`src/hw/rtl/ple_pkg.sv`:
```
// ---------------------------------------------------------------------------
// ple_pkg
// field widths and operation / status codes of the list engine
// ---------------------------------------------------------------------------
`timescale 1ns / 1ps
`default_nettype none

package ple_pkg;

    // item field widths
    localparam int OP_W    = 3;
    localparam int VALUE_W = 32;
    localparam int POS_W   = 10;
    localparam int STAT_W  = 2;
    localparam int MIDX_W  = 8;
    localparam int CNT_W   = 9;

    // operation codes
    typedef enum logic [OP_W-1:0] {
        OP_ADD_HEAD    = 3'd0,
        OP_ADD_TAIL    = 3'd1,
        OP_INSERT_AT   = 3'd2,
        OP_REMOVE_HEAD = 3'd3,
        OP_REMOVE_TAIL = 3'd4,
        OP_REMOVE_AT   = 3'd5,
        OP_SEARCH      = 3'd6
    } op_t;

    // result status codes
    typedef enum logic [STAT_W-1:0] {
        ST_DONE     = 2'd0,
        ST_FULL     = 2'd1,
        ST_NOCHANGE = 2'd2
    } status_t;

endpackage

`default_nettype wire

```
`src/hw/rtl/ple_ram.sv`:
```
// ---------------------------------------------------------------------------
// ple_ram
// simple dual-port ram, one write and one registered read per cycle
// ---------------------------------------------------------------------------
`timescale 1ns / 1ps
`default_nettype none

module ple_ram #(
    parameter int WIDTH = 32,
    parameter int DEPTH = 16
) (
    input  wire logic                     aclk,
    input  wire logic                     we,
    input  wire logic [$clog2(DEPTH)-1:0] waddr,
    input  wire logic [WIDTH-1:0]         wdata,
    input  wire logic [$clog2(DEPTH)-1:0] raddr,
    output logic      [WIDTH-1:0]         rdata
);

    logic [WIDTH-1:0] mem [DEPTH];

    // write port
    always_ff @(posedge aclk) begin
        if (we) begin
            mem[waddr] <= wdata;
        end
    end

    // registered read port
    always_ff @(posedge aclk) begin
        rdata <= mem[raddr];
    end

endmodule

`default_nettype wire

```
`src/hw/rtl/positional_list_engine.sv`:
```
// ---------------------------------------------------------------------------
// positional_list_engine
// ordered list of signed 32-bit values with positional insert, remove and search
// ---------------------------------------------------------------------------
//  channel  | ports                                      | direction
//  ---------+--------------------------------------------+----------
//  s_       | s_valid s_ready s_opcode s_value s_position | in
//  m_       | m_valid m_ready m_status m_found            | out
//           | m_match_index m_entry_count                 |
//
//  one item at a time; the entries sit in one ram with a single write and a
//  single registered read port, and every shift or scan step moves one entry
//  per cycle through it
//  insert moves the entries from the position up, then places the value,
//  remove moves later entries down, search scans until a hit or the tail
//  reset clears the entry count and the control state, ram contents are kept
//  a finished result waits in the output register; s_ready stays low while
//  that register is full and the next result is ready
// ---------------------------------------------------------------------------
`timescale 1ns / 1ps
`default_nettype none

module positional_list_engine
    import ple_pkg::*;
#(
    parameter int DEPTH = 16
) (
    input  wire logic                      aclk,
    input  wire logic                      aresetn,
    input  wire logic                      s_valid,
    output logic                           s_ready,
    input  wire logic [OP_W-1:0]           s_opcode,
    input  wire logic signed [VALUE_W-1:0] s_value,
    input  wire logic [POS_W-1:0]          s_position,
    output logic                           m_valid,
    input  wire logic                      m_ready,
    output logic [STAT_W-1:0]              m_status,
    output logic                           m_found,
    output logic [MIDX_W-1:0]              m_match_index,
    output logic [CNT_W-1:0]               m_entry_count
);

    localparam int IW = $clog2(DEPTH);
    localparam int CW = $clog2(DEPTH + 1);

    // sequencer states
    typedef enum logic [5:0] {
        S_IDLE     = 6'b000001,
        S_SHIFT_UP = 6'b000010,
        S_PLACE    = 6'b000100,
        S_SHIFT_DN = 6'b001000,
        S_SCAN     = 6'b010000,
        S_DONE     = 6'b100000
    } state_t;

    state_t                     state_reg, state_next;
    logic [CW-1:0]              count_reg, count_next;
    logic [CW-1:0]              idx_reg, idx_next;
    logic [CW-1:0]              at_reg, at_next;
    logic                       pend_reg, pend_next;
    logic [IW-1:0]              pend_addr_reg, pend_addr_next;
    logic signed [VALUE_W-1:0]  val_reg, val_next;
    status_t                    st_reg, st_next;
    logic                       found_reg, found_next;
    logic [IW-1:0]              midx_reg, midx_next;
    logic                       m_valid_reg, m_valid_next;
    logic [STAT_W-1:0]          out_status_reg, out_status_next;
    logic                       out_found_reg, out_found_next;
    logic [MIDX_W-1:0]          out_midx_reg, out_midx_next;
    logic [CNT_W-1:0]           out_count_reg, out_count_next;

    logic                       ram_we;
    logic [IW-1:0]              ram_waddr;
    logic [VALUE_W-1:0]         ram_wdata;
    logic [IW-1:0]              ram_raddr;
    logic [VALUE_W-1:0]         ram_rdata;

    logic                       list_full;
    logic                       list_empty;
    logic [CW-1:0]              last_idx;
    logic [CW-1:0]              ins_at;
    logic [CW-1:0]              rem_at;
    logic [CW-1:0]              idx_m1;
    logic [CW-1:0]              idx_p1;
    op_t                        op;

    // entry storage
    ple_ram #(
        .WIDTH (VALUE_W),
        .DEPTH (DEPTH)
    ) u_ram (
        .aclk  (aclk),
        .we    (ram_we),
        .waddr (ram_waddr),
        .wdata (ram_wdata),
        .raddr (ram_raddr),
        .rdata (ram_rdata)
    );

    // list status and clamped positions
    assign op         = op_t'(s_opcode);
    assign list_full  = (count_reg == CW'(DEPTH));
    assign list_empty = (count_reg == '0);
    assign last_idx   = count_reg - CW'(1);
    assign idx_m1     = idx_reg - CW'(1);
    assign idx_p1     = idx_reg + CW'(1);
    assign ins_at     = (s_position > POS_W'(count_reg)) ? count_reg : s_position[CW-1:0];
    assign rem_at     = (s_position > POS_W'(last_idx)) ? last_idx : s_position[CW-1:0];

    // sequencer
    always_comb begin
        state_next      = state_reg;
        count_next      = count_reg;
        idx_next        = idx_reg;
        at_next         = at_reg;
        pend_next       = 1'b0;
        pend_addr_next  = pend_addr_reg;
        val_next        = val_reg;
        st_next         = st_reg;
        found_next      = found_reg;
        midx_next       = midx_reg;
        m_valid_next    = m_valid_reg & ~m_ready;
        out_status_next = out_status_reg;
        out_found_next  = out_found_reg;
        out_midx_next   = out_midx_reg;
        out_count_next  = out_count_reg;
        ram_we          = 1'b0;
        ram_waddr       = pend_addr_reg;
        ram_wdata       = ram_rdata;
        ram_raddr       = '0;

        unique case (state_reg)
            S_IDLE: begin
                if (s_valid) begin
                    val_next   = s_value;
                    st_next    = ST_DONE;
                    found_next = 1'b0;
                    midx_next  = '0;
                    case (op) inside
                        OP_ADD_HEAD, OP_ADD_TAIL, OP_INSERT_AT: begin
                            if (list_full) begin
                                st_next    = ST_FULL;
                                state_next = S_DONE;
                            end else begin
                                idx_next   = count_reg;
                                state_next = S_SHIFT_UP;
                                case (op)
                                    OP_ADD_HEAD: at_next = '0;
                                    OP_ADD_TAIL: at_next = count_reg;
                                    default:     at_next = ins_at;
                                endcase
                            end
                        end
                        OP_REMOVE_HEAD, OP_REMOVE_TAIL: begin
                            if (list_empty) begin
                                st_next    = ST_NOCHANGE;
                                state_next = S_DONE;
                            end else begin
                                idx_next   = (op == OP_REMOVE_HEAD) ? '0 : last_idx;
                                state_next = S_SHIFT_DN;
                            end
                        end
                        OP_REMOVE_AT: begin
                            if (list_empty || rem_at == '0) begin
                                st_next    = ST_NOCHANGE;
                                state_next = S_DONE;
                            end else begin
                                idx_next   = rem_at;
                                state_next = S_SHIFT_DN;
                            end
                        end
                        OP_SEARCH: begin
                            idx_next   = '0;
                            state_next = S_SCAN;
                        end
                        default: begin
                            st_next    = ST_NOCHANGE;
                            state_next = S_DONE;
                        end
                    endcase
                end
            end

            // move entries up one place, tail first
            S_SHIFT_UP: begin
                ram_we = pend_reg;
                if (idx_reg != at_reg) begin
                    ram_raddr      = idx_m1[IW-1:0];
                    pend_next      = 1'b1;
                    pend_addr_next = idx_reg[IW-1:0];
                    idx_next       = idx_m1;
                end else begin
                    state_next = S_PLACE;
                end
            end

            // write the new value into the opened slot
            S_PLACE: begin
                ram_we     = 1'b1;
                ram_waddr  = at_reg[IW-1:0];
                ram_wdata  = val_reg;
                count_next = count_reg + CW'(1);
                state_next = S_DONE;
            end

            // move entries down one place over the removed slot
            S_SHIFT_DN: begin
                ram_we = pend_reg;
                if (idx_p1 < count_reg) begin
                    ram_raddr      = idx_p1[IW-1:0];
                    pend_next      = 1'b1;
                    pend_addr_next = idx_reg[IW-1:0];
                    idx_next       = idx_p1;
                end else begin
                    count_next = last_idx;
                    state_next = S_DONE;
                end
            end

            // compare one entry a cycle from the head
            S_SCAN: begin
                if (pend_reg && ram_rdata == val_reg) begin
                    found_next = 1'b1;
                    midx_next  = pend_addr_reg;
                    state_next = S_DONE;
                end else if (idx_reg < count_reg) begin
                    ram_raddr      = idx_reg[IW-1:0];
                    pend_next      = 1'b1;
                    pend_addr_next = idx_reg[IW-1:0];
                    idx_next       = idx_p1;
                end else begin
                    state_next = S_DONE;
                end
            end

            // hand the result to the output register once it is free
            S_DONE: begin
                if (!m_valid_reg || m_ready) begin
                    m_valid_next    = 1'b1;
                    out_status_next = st_reg;
                    out_found_next  = found_reg;
                    out_midx_next   = MIDX_W'(midx_reg);
                    out_count_next  = CNT_W'(count_reg);
                    state_next      = S_IDLE;
                end
            end

            default: begin
                state_next = S_IDLE;
            end
        endcase
    end

    // control registers
    always_ff @(posedge aclk) begin
        if (!aresetn) begin
            state_reg   <= S_IDLE;
            count_reg   <= '0;
            pend_reg    <= 1'b0;
            m_valid_reg <= 1'b0;
        end else begin
            state_reg   <= state_next;
            count_reg   <= count_next;
            pend_reg    <= pend_next;
            m_valid_reg <= m_valid_next;
        end
    end

    // working and result registers
    always_ff @(posedge aclk) begin
        idx_reg        <= idx_next;
        at_reg         <= at_next;
        pend_addr_reg  <= pend_addr_next;
        val_reg        <= val_next;
        st_reg         <= st_next;
        found_reg      <= found_next;
        midx_reg       <= midx_next;
        out_status_reg <= out_status_next;
        out_found_reg  <= out_found_next;
        out_midx_reg   <= out_midx_next;
        out_count_reg  <= out_count_next;
    end

    // ports
    assign s_ready       = (state_reg == S_IDLE);
    assign m_valid       = m_valid_reg;
    assign m_status      = out_status_reg;
    assign m_found       = out_found_reg;
    assign m_match_index = out_midx_reg;
    assign m_entry_count = out_count_reg;

endmodule

`default_nettype wire

```
`config.mk`:
```
export PLATFORM = sky130hd
export DESIGN_NAME = positional_list_engine
export DESIGN_NICKNAME = d
export VERILOG_FILES = /design/src/hw/rtl/ple_pkg.sv /design/src/hw/rtl/ple_ram.sv /design/src/hw/rtl/positional_list_engine.sv
export SDC_FILE = /design/constraint.sdc
export NUM_CORES = 1
export LEC_CHECK = 0
export ABC_CLOCK_PERIOD_IN_PS = 5400
export BUFFER_PORTS_ARGS = -buffer_cell sky130_fd_sc_hd__buf_4
export CAP_MARGIN = 20
export CORE_MARGIN = 5
export CORE_UTILIZATION = 35
export CTS_CLUSTER_DIAMETER = 30
export DETAILED_ROUTE_END_ITERATION = 8
export MAX_ROUTING_LAYER = met4
export PLACE_DENSITY = 0.5
export SYNTH_ARGS = -nofsm -noshare
export SYNTH_HDL_FRONTEND = slang
export SYNTH_HIERARCHICAL = 1
export SYNTH_SLANG_ARGS = --single-unit
```
`constraint.sdc`:
```
create_clock -name aclk -period 5.4 [get_ports aclk]
set_input_delay 0.54 -clock aclk [delete_from_list [all_inputs] [get_ports aclk]]
set_output_delay 0.54 -clock aclk [all_outputs]
set_load 0.02 [all_outputs]
```
### Yosys cells after proc, flatten, opt, wreduce, memory -nomap -nowiden

Memories as Yosys holds them, arrays and structs flattened. A register that Yosys moved wholly into a read port is not among the register bits.
Cells that the tools add are included.

* add/sub/neg operators: 4
* order comparisons: 4
* equal/unequal tests: 29
* mux-type cells: 68
* bitwise logic cells: 3
* reduce and logical (&&, ||, !) cells: 22

Operators by type and width (number)
* $mux W5: 16
* $mux W6: 13
* $mux W4: 11
* $pmux W6 S6: 1
* $eq A32 B32 Y1: 1
* $mux W32: 1
* $pmux W4 S3: 2
* $gt A10 B5 Y1: 2
* $pmux W5 S2: 2
* $pmux W5 S4: 1
* $ne A2 B2 Y1 const B: 9
* $mux W2: 6
* $mux W1: 11
* $add A5 B1 Y5 const B: 2
* $logic_not A5 Y1: 2
* $lt A5 B5 Y1: 2
* $reduce_and A10 Y1: 1
* $reduce_and A5 Y1: 2
* $sub A5 B1 Y5 const B: 2
* $eq A3 B3 Y1 const B: 3
* $pmux W4 S2: 1
* $eq A3 B2 Y1 const B: 2
* $eq A6 B1 Y1 const B: 1
* $eq A6 B2 Y1 const B: 1
* other kinds (27): 35

* register bits: 78
* bits in writable memories: 512
* bits of input ports: 49
* output and inout bits: 22
* logic and storage cells: 146
* memories: 1

Memories
* u_ram.mem: depth 16, width 32, read ports 1, clocked after memory_dff 1, write ports 1, line ple_ram.sv:20 `logic [WIDTH-1:0] mem [DEPTH];`

### Logic depth before layout (Yosys ltp)

Gate-level depths: netlist of the first run.

* depth in word-level cells: 11
* gate-level depth with buffers: 16
* gate-level depth less buffers: 13

### Modules after synthesis

The synthesis of the first run kept the hierarchy.

Modules (own cells, without submodules)
* ple_ram: times used 1, cells an instance 838, area an instance 19835.3 um2, seq. area each 16015.4 um2
* positional_list_engine: times used 1, cells an instance 463, area an instance 4963.5 um2, seq. area each 2212.1 um2

### Worst setup path before layout of the first run

No wires, ideal clock.

* path type: register to register
* start point: register state_reg[0]
* end point: memory u_ram.mem[0][0] (enable)
* setup time: 0.461 ns
* arrival time: 4.150 ns
* path slack: 0.789 ns
* cell stages (with the launch flop): 8
* path buffers: 2
* clock period less this slack: 4.611 ns
* path through: dfxtp_1 nor4_1 nand3b_1 buf_1 clkbuf_1 nand2_1 or3b_2 nor3_1

* longest elaborated chain between the ends: 5
* elaborated cells between the ends (all ways): 8

RTL lines
* from (decl): line positional_list_engine.sv:56 `state_t state_reg, state_next;`
* from (signal assigned): line positional_list_engine.sv:262 `state_reg <= state_next;`
* $eq A6 B4 Y1 or $eq A6 B2 Y1 (tied branches): line positional_list_engine.sv:132 `unique case (state_reg)`
* $reduce_or A2 Y1 (no line)
* $pmux W1 S2 (*): line positional_list_engine.sv:132
* net ram_we: line positional_list_engine.sv:72 `logic ram_we;`
* $mux W1 (*): line ple_ram.sv:24 `if (we) begin`
* $mux W1 (implied by the code) (*): line ple_ram.sv:25 `mem[waddr] <= wdata;`
* to (decl): line ple_ram.sv:20

Mark *: on every way through the listed nets, which the timed path passes. The rest lies on a longest branch.

### Worst setup path after layout of the first run

* start point: register val_reg[22]
* end point: register u_ram.rdata[9], read port of u_ram.mem

* longest elaborated chain between the ends: 4

RTL lines
* from (decl): line positional_list_engine.sv:62 `logic signed [VALUE_W-1:0] val_reg, val_next;`
* from (signal assigned): line positional_list_engine.sv:274 `val_reg <= val_next;`
* $eq A32 B32 Y1: line positional_list_engine.sv:222 `if (pend_reg && ram_rdata == val_reg) begin`
* $logic_and A1 B1 Y1: line positional_list_engine.sv:222
* $mux W4: line positional_list_engine.sv:222
* $pmux W4 S3: line positional_list_engine.sv:132
* net ram_raddr[2]: line positional_list_engine.sv:75 `logic [IW-1:0] ram_raddr;`
* to (decl): line ple_ram.sv:17 `output logic [WIDTH-1:0] rdata`

The timed path passes the listed nets, and every way through them passes these cells.
A chain may end at the register's enable or synchronous reset.

==> results of run 1 <==
==> kinds of logic (layout without fill, tap and decap cells) <==
family          after synthesis  count (layout)  share of synthesized area, %
simple gates                217             217                          4.60
buf+inv                      83             398                          1.58
mux                         172             172                          13.6
other cells                   1               8                        0.0151
compound gates              136             136                          3.89
flops                       622             622                          73.5
xor+xnor                     48              48                          1.70
fa+ha+maj                    22              22                          1.11
==> worst register-to-register path: cells and delay by family (launching register included) <==
family                 cells  cell delay (ns)
flip-flops                 1             0.43
AO/OA/AOI/OAI              3             0.62
buffers and inverters      1             0.41
AND/OR/NAND/NOR            6             2.95
XOR/XNOR                   1             0.22
==> repair_timing <==
action                                 4_1_cts  5_1_grt
endpoints found under the hold margin       26        0
setup buffers                                0        0
hold buffers                                26        0
==> cells in the final DEF (no fill, tap or decap), types with 19 or more instances in the layout <==
cell type / count
o21ai_0: 19
xor2_1: 35
nor2_1: 29
clkbuf_16: 137
mux4_2: 128
bufinv_16: 19
edfxtp_1: 577
dlygate4sd3_1: 26
nand2_1: 61
buf_4: 98
clkbuf_1: 19
dfxtp_1: 45
a22oi_1: 66
mux2_2: 40
clkinv_1: 20
clkinv_2: 22
ha_1: 22
==> report_power, final <==
group	switching [mW]	leakage (nW)	internal (mW)
clock network	2.60	2.25	5.60
registers	0.0606	5.59	5.41
logic	0.367	2.74	0.270
==> metrics by stage <==
step                      instance area [um2]  setup WS, ns  utilization, %
final                                   31600         0.691            45.1
after global routing                    31600         0.557            45.1
after CTS                               31600         0.627            45.1
after detailed placement                26700         0.676            38.1
after global placement                  26700         0.688            38.1
after floorplan                         24800         0.789               -
==> final cells by class <==
| type | count | area [um2] |
|---|---|---|
| fill | 6089 | 38500 |
| sequential | 622 | 18200 |
| multi-input combinational | 603 | 6360 |
| clock buffer | 159 | 3540 |
| tap | 940 | 1180 |
| timing repair buffer | 131 | 1140 |
| clock inverter | 92 | 1110 |
| inverter | 16 | 60.1 |
==> per-layer routing <==
layer | vias to the layer above | track usage [%] | wire length (um)
met4 | 0 | 4.87 | 1050
met3 | 82 | 3.53 | 3320
li1 | 5767 | - | -
met2 | 385 | 26.0 | 30000
met1 | 6878 | 22.1 | 27200
met5 | - | - | 0
==> worst paths after layout <==
kind	cells past startpoint	end	slack (ns)
hold / removal	1	val_reg[28]	0.06
setup reg to reg	11	u_ram/rdata[9]	0.69
hold reg to reg	0	m_match_index[2]	0.42
setup / recovery	11	u_ram/rdata[9]	0.69
==> impl_metrics.py, run 1 <==
metrics = {
    "timing": {
        "setup_violations": 0,
        "hold_violations": 0,
        "period_needed_ns": 4.71,
        "slew_headroom_pct": 38.0,
        "final.period_utilization_pct": 87.2,
        "fin_worst_skew_ns": 0.0213,
        "setup_tns_ns": 0,
        "whs_ns": 0.0563,
        "maxSlewViolCount": 0,
        "fmax_mhz": 212,
        "rsz0062_at_grt": "no",
        "tightest_slew_ns": 0.927,
    },
    "synth": {
        "seq_area_frac_synth_pct": 73.5,
        "synth_area_leaders": "edfxtp_1 (70%), mux4_2 (12%), dfxtp_1 (3.6%)",
        "ys.flop_type": "edfxtp_1",
        "syn_avg_cell_area_um2": 19.1,
        "synth-async-reset-ratio_pct": 0,
        "ys_top_cells_by_count": "edfxtp_1 (577), mux4_2 (128), a22oi_1 (66)",
        "ys_types": 63,
        "yosysMostFrequentCell": "edfxtp_1",
        "yosys.area.top_type_share_pct": 69.9,
        "syn-instance-count": 1301,
        "yosysTopAreaCell": "edfxtp_1",
        "synth_edf_count": 577,
        "ys_ff_latch": 622,
        "syn_area_um2": 24800,
        "ys_warn_count": 6,
    },
    "clocking": {
        "clk_pin_slew_ns": 0.04,
        "cts_sinks": 622,
        "clock_latency_ns": 0.69,
        "h-tree-depth": 4,
        "clock-root-buffer": "clkbuf_16",
        "clock_path_buffers": 3,
        "cts_repair_resize_count": 0,
        "cts_buffers": 135,
        "cts_tree": "built",
    },
    "final_layout": {
        "syn_to_final_growth_pct": 27.5,
        "drive_above_1_share_pct": 31.9,
        "stdcell_count": 2563,
        "antenna_cells": 0,
        "nNetsFinal": 1580,
        "largest_register_ffs": 512,
    },
    "power": {
        "p_leak_nw": 10.6,
        "p_total_mw": 14.3,
        "vdd_ir_drop_max_uv": 254,
        "power.density_nw_per_um2": 453,
    },
    "global_route": {
        "track_usage_pct": 16.6,
        "grt_overflow_total": 0,
        "grt_pass1_vias": 13900,
        "grt_start_max_net_pins": 50,
        "grt_pass1_wl_um": 91600,
        "antenna_found_initial": 0,
    },
    "routing": {
        "vias": 13100,
        "routed_wl_um": 61500,
        "route.detailed.drc": 0,
        "ant_nets": 0,
        "first_pass_iters": 5,
        "wire_per_inst_um": 24.0,
        "viasPerCell": 5.12,
        "drt_iter0_drc": 999,
    },
    "setup_path": {
        "crit_type": "reg -> reg",
        "cpMaxStageDelayCell": "nor3_1",
        "critPathMaxStageDelay_ns": 0.74,
        "r2r-start": "val_reg[22]",
        "end_kind": "register",
        "required_ns": 6.03,
        "cp_top_family": "simple AND/OR/NAND/NOR gates",
        "worstPathArrival_ns": 5.33,
        "startpoint": "val_reg[22]",
        "path_cells": "xor2_1 -> nor4_1 -> nand4_1 -> nor3_1 -> or3_1 -> o31a_1 -> o21ai_0 -> nor2b_4 -> buf_4 -> a22oi_1 -> nand2_1",
        "start_kind": "register",
        "cp_num_buf_inv": 1,
        "path_max_fanout": 15,
    },
    "floorplan": {
        "start_util_pct": 35.4,
        "core_um2": 70100,
        "pin_count": 71,
        "rows": 97,
        "die_y_um": 276,
        "die_w_um": 276,
        "dieArea_um2": 76300,
    },
    "min_path": {
        "hold_start": "s_value[28]",
        "hold_path.class": "in -> reg",
    },
    "run": {
        "maxCapViolCount": 0,
    },
    "placement": {
        "dp.cells": 2285,
        "portBuffers": 62,
        "dp_hpwl_um": 34800,
        "place_congestion": 0.799,
    },
    "status": {
        "status": "finished clean",
    },
}
Power figures use the tool's default switching activity.
==> run 2, diff against run 1 <==
--- a/config.mk
+++ b/config.mk
@@ -5,10 +5,11 @@
 export SDC_FILE = /design/constraint.sdc
 export NUM_CORES = 1
 export LEC_CHECK = 0
+export ABC_AREA = 1
 export ABC_CLOCK_PERIOD_IN_PS = 5400
 export BUFFER_PORTS_ARGS = -buffer_cell sky130_fd_sc_hd__buf_4
-export CAP_MARGIN = 20
-export CORE_MARGIN = 5
+export CAP_MARGIN = 0
+export CORE_MARGIN = 1
 export CORE_UTILIZATION = 35
 export CTS_CLUSTER_DIAMETER = 30
 export DETAILED_ROUTE_END_ITERATION = 8
==> impl_metrics.py, run 2 <==
metrics = {
    "final_layout": {
        "final_common_cell": "nand2_1",
        "antenna_cells": 0,
        "num-fill-cells": 7272,
        "syn_to_final_growth_pct": 24.2,
        "stdcell_count": 4033,
        "post-route-util_pct": 44.2,
        "nNetsFinal": 2952,
        "drive_above_1_share_pct": 12.4,
        "layout_common_cells": "nand2_1 (810), edfxtp_1 (577), inv_1 (462), nand3_1 (408), clkbuf_16 (137)",
        "largest_register_ffs": 512,
    },
    "synth": {
        "ys.flop_type": "edfxtp_1",
        "synth-async-reset-ratio_pct": 0,
        "syn_avg_cell_area_um2": 10.2,
        "syn_area_um2": 27700,
        "ys_warn_count": 6,
        "yosysTopAreaCell": "edfxtp_1",
        "yosysMostFrequentCell": "nand2_1",
        "synth_area_leaders": "edfxtp_1 (63%), nand2_1 (11%), nand3_1 (7.4%)",
        "seq_area_frac_synth_pct": 65.8,
        "ys_types": 50,
        "synth_edf_count": 577,
        "yosys.area.top_type_share_pct": 62.6,
        "syn-instance-count": 2718,
        "ys_ff_latch": 622,
        "ys_top_cells_by_count": "nand2_1 (810), edfxtp_1 (577), inv_1 (465)",
    },
    "routing": {
        "routed_wl_um": 74500,
        "route.detailed.drc": 0,
        "ant_nets": 0,
        "viasPerCell": 4.71,
        "vias": 19000,
        "first_pass_iters": 5,
        "drt_iter0_drc": 1189,
        "wire_per_inst_um": 18.5,
    },
    "global_route": {
        "grt_pass1_vias": 19100,
        "grt_overflow_total": 0,
        "track_usage_pct": 19.4,
        "antenna_found_initial": 0,
        "grt_pass1_wl_um": 114000,
        "grt_start_max_net_pins": 130,
    },
    "timing": {
        "maxSlewViolCount": 0,
        "fin_worst_skew_ns": 0.0297,
        "period_needed_ns": 3.94,
        "fmax_mhz": 254,
        "setup_ws_ns": 1.46,
        "setup_tns_ns": 0,
        "hold_violations": 0,
        "rsz0062_at_grt": "no",
        "tightest_slew_ns": 1.07,
        "final.period_utilization_pct": 72.9,
        "slew_headroom_pct": 28.8,
        "setup_violations": 0,
    },
    "placement": {
        "portBuffers": 62,
        "dp.cells": 3753,
        "dpl_worst_slack_ns": 1.46,
        "dp_hpwl_um": 38300,
        "place_congestion": 0.850,
    },
    "clocking": {
        "clk_pin_slew_ns": 0.04,
        "clock-root-buffer": "clkbuf_16",
        "cts_buffers": 136,
        "cts_tree": "built",
        "cts_sinks": 622,
        "cts_repair_resize_count": 0,
        "clock_latency_ns": 0.71,
        "h-tree-depth": 4,
        "clock_path_buffers": 3,
    },
    "floorplan": {
        "die_y_um": 283,
        "start_util_pct": 35.6,
        "pin_count": 71,
        "rows": 102,
        "die_w_um": 283,
        "core_um2": 77800,
        "dieArea_um2": 80300,
    },
    "run": {
        "maxCapViolCount": 0,
    },
    "setup_path": {
        "start_kind": "register",
        "worstPathArrival_ns": 4.57,
        "cpMaxStageDelayCell": "nor4_1",
        "required_ns": 6.03,
        "crit_type": "reg -> reg",
        "end_kind": "register",
        "path_max_fanout": 62,
        "path_cells": "inv_1 -> nor2_1 -> nor4_1 -> nand4_1 -> nor2_1 -> nand3_1 -> nand3_2 -> o221ai_4 -> inv_4 -> buf_12 -> nand3_1 -> nand3_1 -> nand3_1 -> nand2_1",
        "crit_top_cell": "nand3_1",
        "critPathMaxStageDelay_ns": 0.59,
    },
    "power": {
        "p_leak_nw": 14.4,
        "p_total_mw": 14.3,
        "vdd_ir_drop_max_uv": 325,
        "power.density_nw_per_um2": 415,
    },
    "min_path": {
        "hold_path.class": "in -> reg",
    },
    "status": {
        "status": "finished clean",
    },
}
run 2: where the power goes:
| part | switching (mW) | internal [mW] | leakage, nW | total, mW |
|---|---|---|---|---|
| Clock | 2.64 | 5.70 | 2.25 | 8.34 |
| Sequential | 0.0666 | 5.37 | 5.59 | 5.44 |
| Combinational | 0.316 | 0.160 | 6.58 | 0.477 |
run 2: kinds of logic after synthesis:
kind of cell	count (synthesis)	synth area share, %
fa+ha+maj	22	0.994
flops	622	65.8
xor+xnor	35	1.11
other cells	1	0.0135
compound gates	80	1.72
buf+inv	596	9.34
simple gates	1362	21.0
run 2: routing by layer:
layer  vias up  track usage, %  wire length [um]
li1       9216               -                 -
met4         0            7.76              2070
met2       460            31.3             35800
met1      9159            24.1             33300
met5         -               -                 0
met3       164            3.39              3300
run 2: timing repair:
| item | CTS | global route |
|---|---|---|
| hold buffers | 30 | 0 |
| hold endpoints to repair | 30 | 0 |
| buffers inserted | 0 | 0 |
run 2: area by class of cell:
class / instances / area [um2] / area share [%]
well taps: 1040 / 1300 / 3.78
clock inverters: 78 / 1090 / 3.17
multi-input cells: 1507 / 7090 / 20.6
clock buffers: 172 / 3580 / 10.4
inverters: 474 / 1790 / 5.20
repair buffers: 140 / 1310 / 3.82
flip-flops and latches: 622 / 18200 / 53.0
run 2: metrics by stage:
| step | hold slack (ns) | cell area [um2] |
|---|---|---|
| 4_1_cts | 0.00203 | 34400 |
| 5_1_grt | 0.0175 | 34400 |
| 3_5_place_dp | 0.406 | 29400 |
| 2_1_floorplan | 0.400 | 27700 |
| 3_3_place_gp | 0.408 | 29400 |
| 6_report | 0.0463 | 34400 |
run 2: final timing paths:
check / startpoint / end / slack [ns] / depth (start not counted)
worst max register to register: val_reg[0] / u_ram/rdata[24] / 1.46 / 14
worst min-delay path: s_value[0] / val_reg[0] / 0.05 / 1
worst min register to register: st_reg[0] / m_status[0] / 0.42 / 0
worst max-delay path: val_reg[0] / u_ram/rdata[24] / 1.46 / 14
run 2: critical path, delay by kind of cell (launching register included):
kind	cells	cell delay, ns
and+or+nand+nor	10	2.06
buffers and inverters	3	1.02
DFF	1	0.46
AOI/OAI and AO/OA	1	0.24
==> run 3, diff against run 2 <==
--- a/config.mk
+++ b/config.mk
@@ -6,7 +6,7 @@
 export NUM_CORES = 1
 export LEC_CHECK = 0
 export ABC_AREA = 1
-export ABC_CLOCK_PERIOD_IN_PS = 5400
+export ABC_CLOCK_PERIOD_IN_PS = 3500
 export BUFFER_PORTS_ARGS = -buffer_cell sky130_fd_sc_hd__buf_4
 export CAP_MARGIN = 0
 export CORE_MARGIN = 1
@@ -14,7 +14,7 @@
 export CTS_CLUSTER_DIAMETER = 30
 export DETAILED_ROUTE_END_ITERATION = 8
 export MAX_ROUTING_LAYER = met4
-export PLACE_DENSITY = 0.5
+export PLACE_DENSITY = 0.52
 export SYNTH_ARGS = -nofsm -noshare
 export SYNTH_HDL_FRONTEND = slang
 export SYNTH_HIERARCHICAL = 1
==> constraint.sdc (replaced) <==
create_clock -name aclk -period 3.5 [get_ports aclk]
set_input_delay 0.35 -clock aclk [delete_from_list [all_inputs] [get_ports aclk]]
set_output_delay 0.35 -clock aclk [all_outputs]
set_load 0.02 [all_outputs]
==> impl_metrics.py, run 3 (synthesis results as in run 2) <==
metrics = {
    "clocking": {
        "clk_pin_slew_ns": 0.05,
        "cts_buffers": 131,
        "h-tree-depth": 4,
        "clock-root-buffer": "clkbuf_16",
        "cts_sinks": 622,
        "cts_tree": "built",
        "clock_path_buffers": 3,
        "clock_latency_ns": 0.70,
    },
    "min_path": {
        "hold_start": "s_position[0]",
        "hold_end": "at_reg[0]",
        "hold_path.class": "in -> reg",
        "min_path_cells": 3,
    },
    "setup_path": {
        "rrSetupSlack_ns": 0.25,
        "path_cells": "ha_1 -> nand3_1 -> xnor2_2 -> ha_1 -> nand2_1 -> inv_1 -> o2111ai_1 -> o211ai_1 -> nor2_1 -> buf_4 -> nand2_1 -> o211ai_1 -> buf_4 -> nand3_1 -> nand3_1 -> nand2_1",
        "reg2reg_to": "u_ram/rdata[0]",
        "start_kind": "register",
        "crit_type": "reg -> reg",
        "startpoint": "idx_reg[1]",
        "critPathMaxStageDelay_ns": 0.58,
        "rr_worst_depth": 16,
        "cp_num_buf_inv": 3,
        "r2r-start": "idx_reg[1]",
        "end_kind": "register",
        "cp_top_family": "simple AND/OR/NAND/NOR gates",
        "path_max_fanout": 36,
        "worstPathArrival_ns": 3.82,
        "required_ns": 4.07,
        "cpMaxStageDelayCell": "buf_4",
    },
    "power": {
        "switching_power_mw": 4.68,
        "power.share.switching_pct": 21.3,
        "pwr-share-comb_pct": 3.7,
        "clkPwrFrac_pct": 58.3,
        "p_int_mw": 17.3,
        "power.density_nw_per_um2": 623,
        "seqPwrFrac_pct": 38.0,
        "vdd_ir_drop_max_uv": 332,
        "p_leak_nw": 14.9,
        "p_total_mw": 22.0,
    },
    "status": {
        "status": "finished clean",
    },
    "placement": {
        "dp_hpwl_um": 41800,
        "place_congestion": 0.878,
        "portBuffers": 62,
        "dpl-instance-area_um2": 30200,
    },
    "run": {
        "maxCapViolCount": 0,
    },
    "routing": {
        "viasPerCell": 4.72,
        "vias": 19400,
        "first_pass_iters": 5,
        "route.detailed.drc": 0,
        "routed_wl_um": 73400,
        "wire_per_inst_um": 17.8,
        "ant_nets": 0,
        "drt_iter0_drc": 1267,
    },
    "final_layout": {
        "drive_above_1_share_pct": 15.6,
        "fin_area_um2": 35300,
        "post-route-util_pct": 45.3,
        "final_common_cell": "nand2_1",
        "largest_register_ffs": 512,
        "syn_to_final_growth_pct": 27.4,
        "num-fill-cells": 7259,
        "layout_common_cells": "nand2_1 (810), edfxtp_1 (577), inv_1 (462), nand3_1 (408), buf_4 (174)",
        "seqCellArea_um2": 18200,
        "nNetsFinal": 3042,
        "multiInputGateArea_um2": 7110,
        "antenna_cells": 0,
    },
    "global_route": {
        "grt_overflow_total": 0,
        "grt_pass1_vias": 19500,
        "track_usage_pct": 19.0,
        "grt_pass1_wl_um": 113000,
        "antenna_found_initial": 0,
        "grt_start_max_net_pins": 73,
    },
    "timing": {
        "setup_tns_ns": 0,
        "setup_violations": 0,
        "period_needed_ns": 3.25,
        "hold_violations": 0,
        "fmax_mhz": 308,
        "slew_headroom_pct": 26.6,
        "final.period_utilization_pct": 92.8,
        "fin_worst_skew_ns": 0.0274,
        "tightest_slew_ns": 1.09,
        "rsz0062_at_grt": "yes",
        "maxSlewViolCount": 0,
    },
    "floorplan": {
        "pin_count": 71,
        "core_um2": 77800,
        "die_w_um": 283,
        "rows": 102,
        "dieArea_um2": 80300,
        "start_util_pct": 35.6,
        "die_y_um": 283,
    },
}
[run 3: routing by layer]
layer | part of all wire (%) | up-vias | global-route usage, %
li1 | - | 9397 | -
met1 | 44 | 9341 | 23.8
met5 | 0 | - | -
met4 | 2.7 | 0 | 7.43
met3 | 5.3 | 155 | 3.58
met2 | 48 | 545 | 30.3
[run 3: area by class of cell]
cell class / instances / area share (%)
Timing Repair Buffer: 235 / 6.23
Clock buffer: 153 / 10.0
Inverter: 474 / 5.06
Multi-Input combinational cell: 1507 / 20.2
Sequential cell: 622 / 51.7
Tap cell: 1040 / 3.69
Clock inverter: 89 / 3.20
[run 3: worst max-delay path by stage]
stage | slack, ns | to | cells past startpoint
2_1_floorplan | 0.03 | u_ram/mem[12][0] | 8
3_3_place_gp | 0.11 | u_ram/rdata[19] | 16
3_5_place_dp | 0.08 | u_ram/rdata[19] | 16
4_1_cts | 0.05 | u_ram/rdata[20] | 16
5_1_grt | -0.03 | u_ram/rdata[30] | 19
6_report | 0.25 | u_ram/rdata[0] | 16
[run 3: what timing repair did]
action / CTS / global route
setup buffers: 0 / 2
setup endpoints to repair: 0 / 32
hold buffers: 34 / 0
hold endpoints to repair: 37 / 0
resized for setup: 0 / 5
[run 3: worst reg2reg max path, cell delays in order, from the launching register on]
cell	delay, ns
edfxtp_1	0.38
ha_1	0.20
nand3_1	0.15
xnor2_2	0.18
ha_1	0.30
nand2_1	0.09
inv_1	0.05
o2111ai_1	0.08
o211ai_1	0.15
nor2_1	0.16
buf_4	0.16
nand2_1	0.06
o211ai_1	0.23
buf_4	0.59
nand3_1	0.19
nand3_1	0.11
nand2_1	0.05
[run 3: stage by stage]
step	std cells	setup slack, ns	hold slack [ns]
2_1_floorplan	2725	0.0320	0.400
5_1_grt	4120	-0.0295	0.0486
3_5_place_dp	3841	0.0845	0.405
3_3_place_gp	3841	0.108	0.407
4_1_cts	4117	0.0452	0.0398
6_report	4120	0.252	0.0637
[run 3: power groups by stage]
stage / clock, mW / sequential (mW) / combinational (mW)
2_1_floorplan: 0 / 8.47 / 0.445
3_3_place_gp: 0 / 8.50 / 0.766
3_5_place_dp: 0 / 8.50 / 0.779
4_1_cts: 13.0 / 8.36 / 0.816
5_1_grt: 13.4 / 8.37 / 0.905
6_report: 12.8 / 8.37 / 0.815
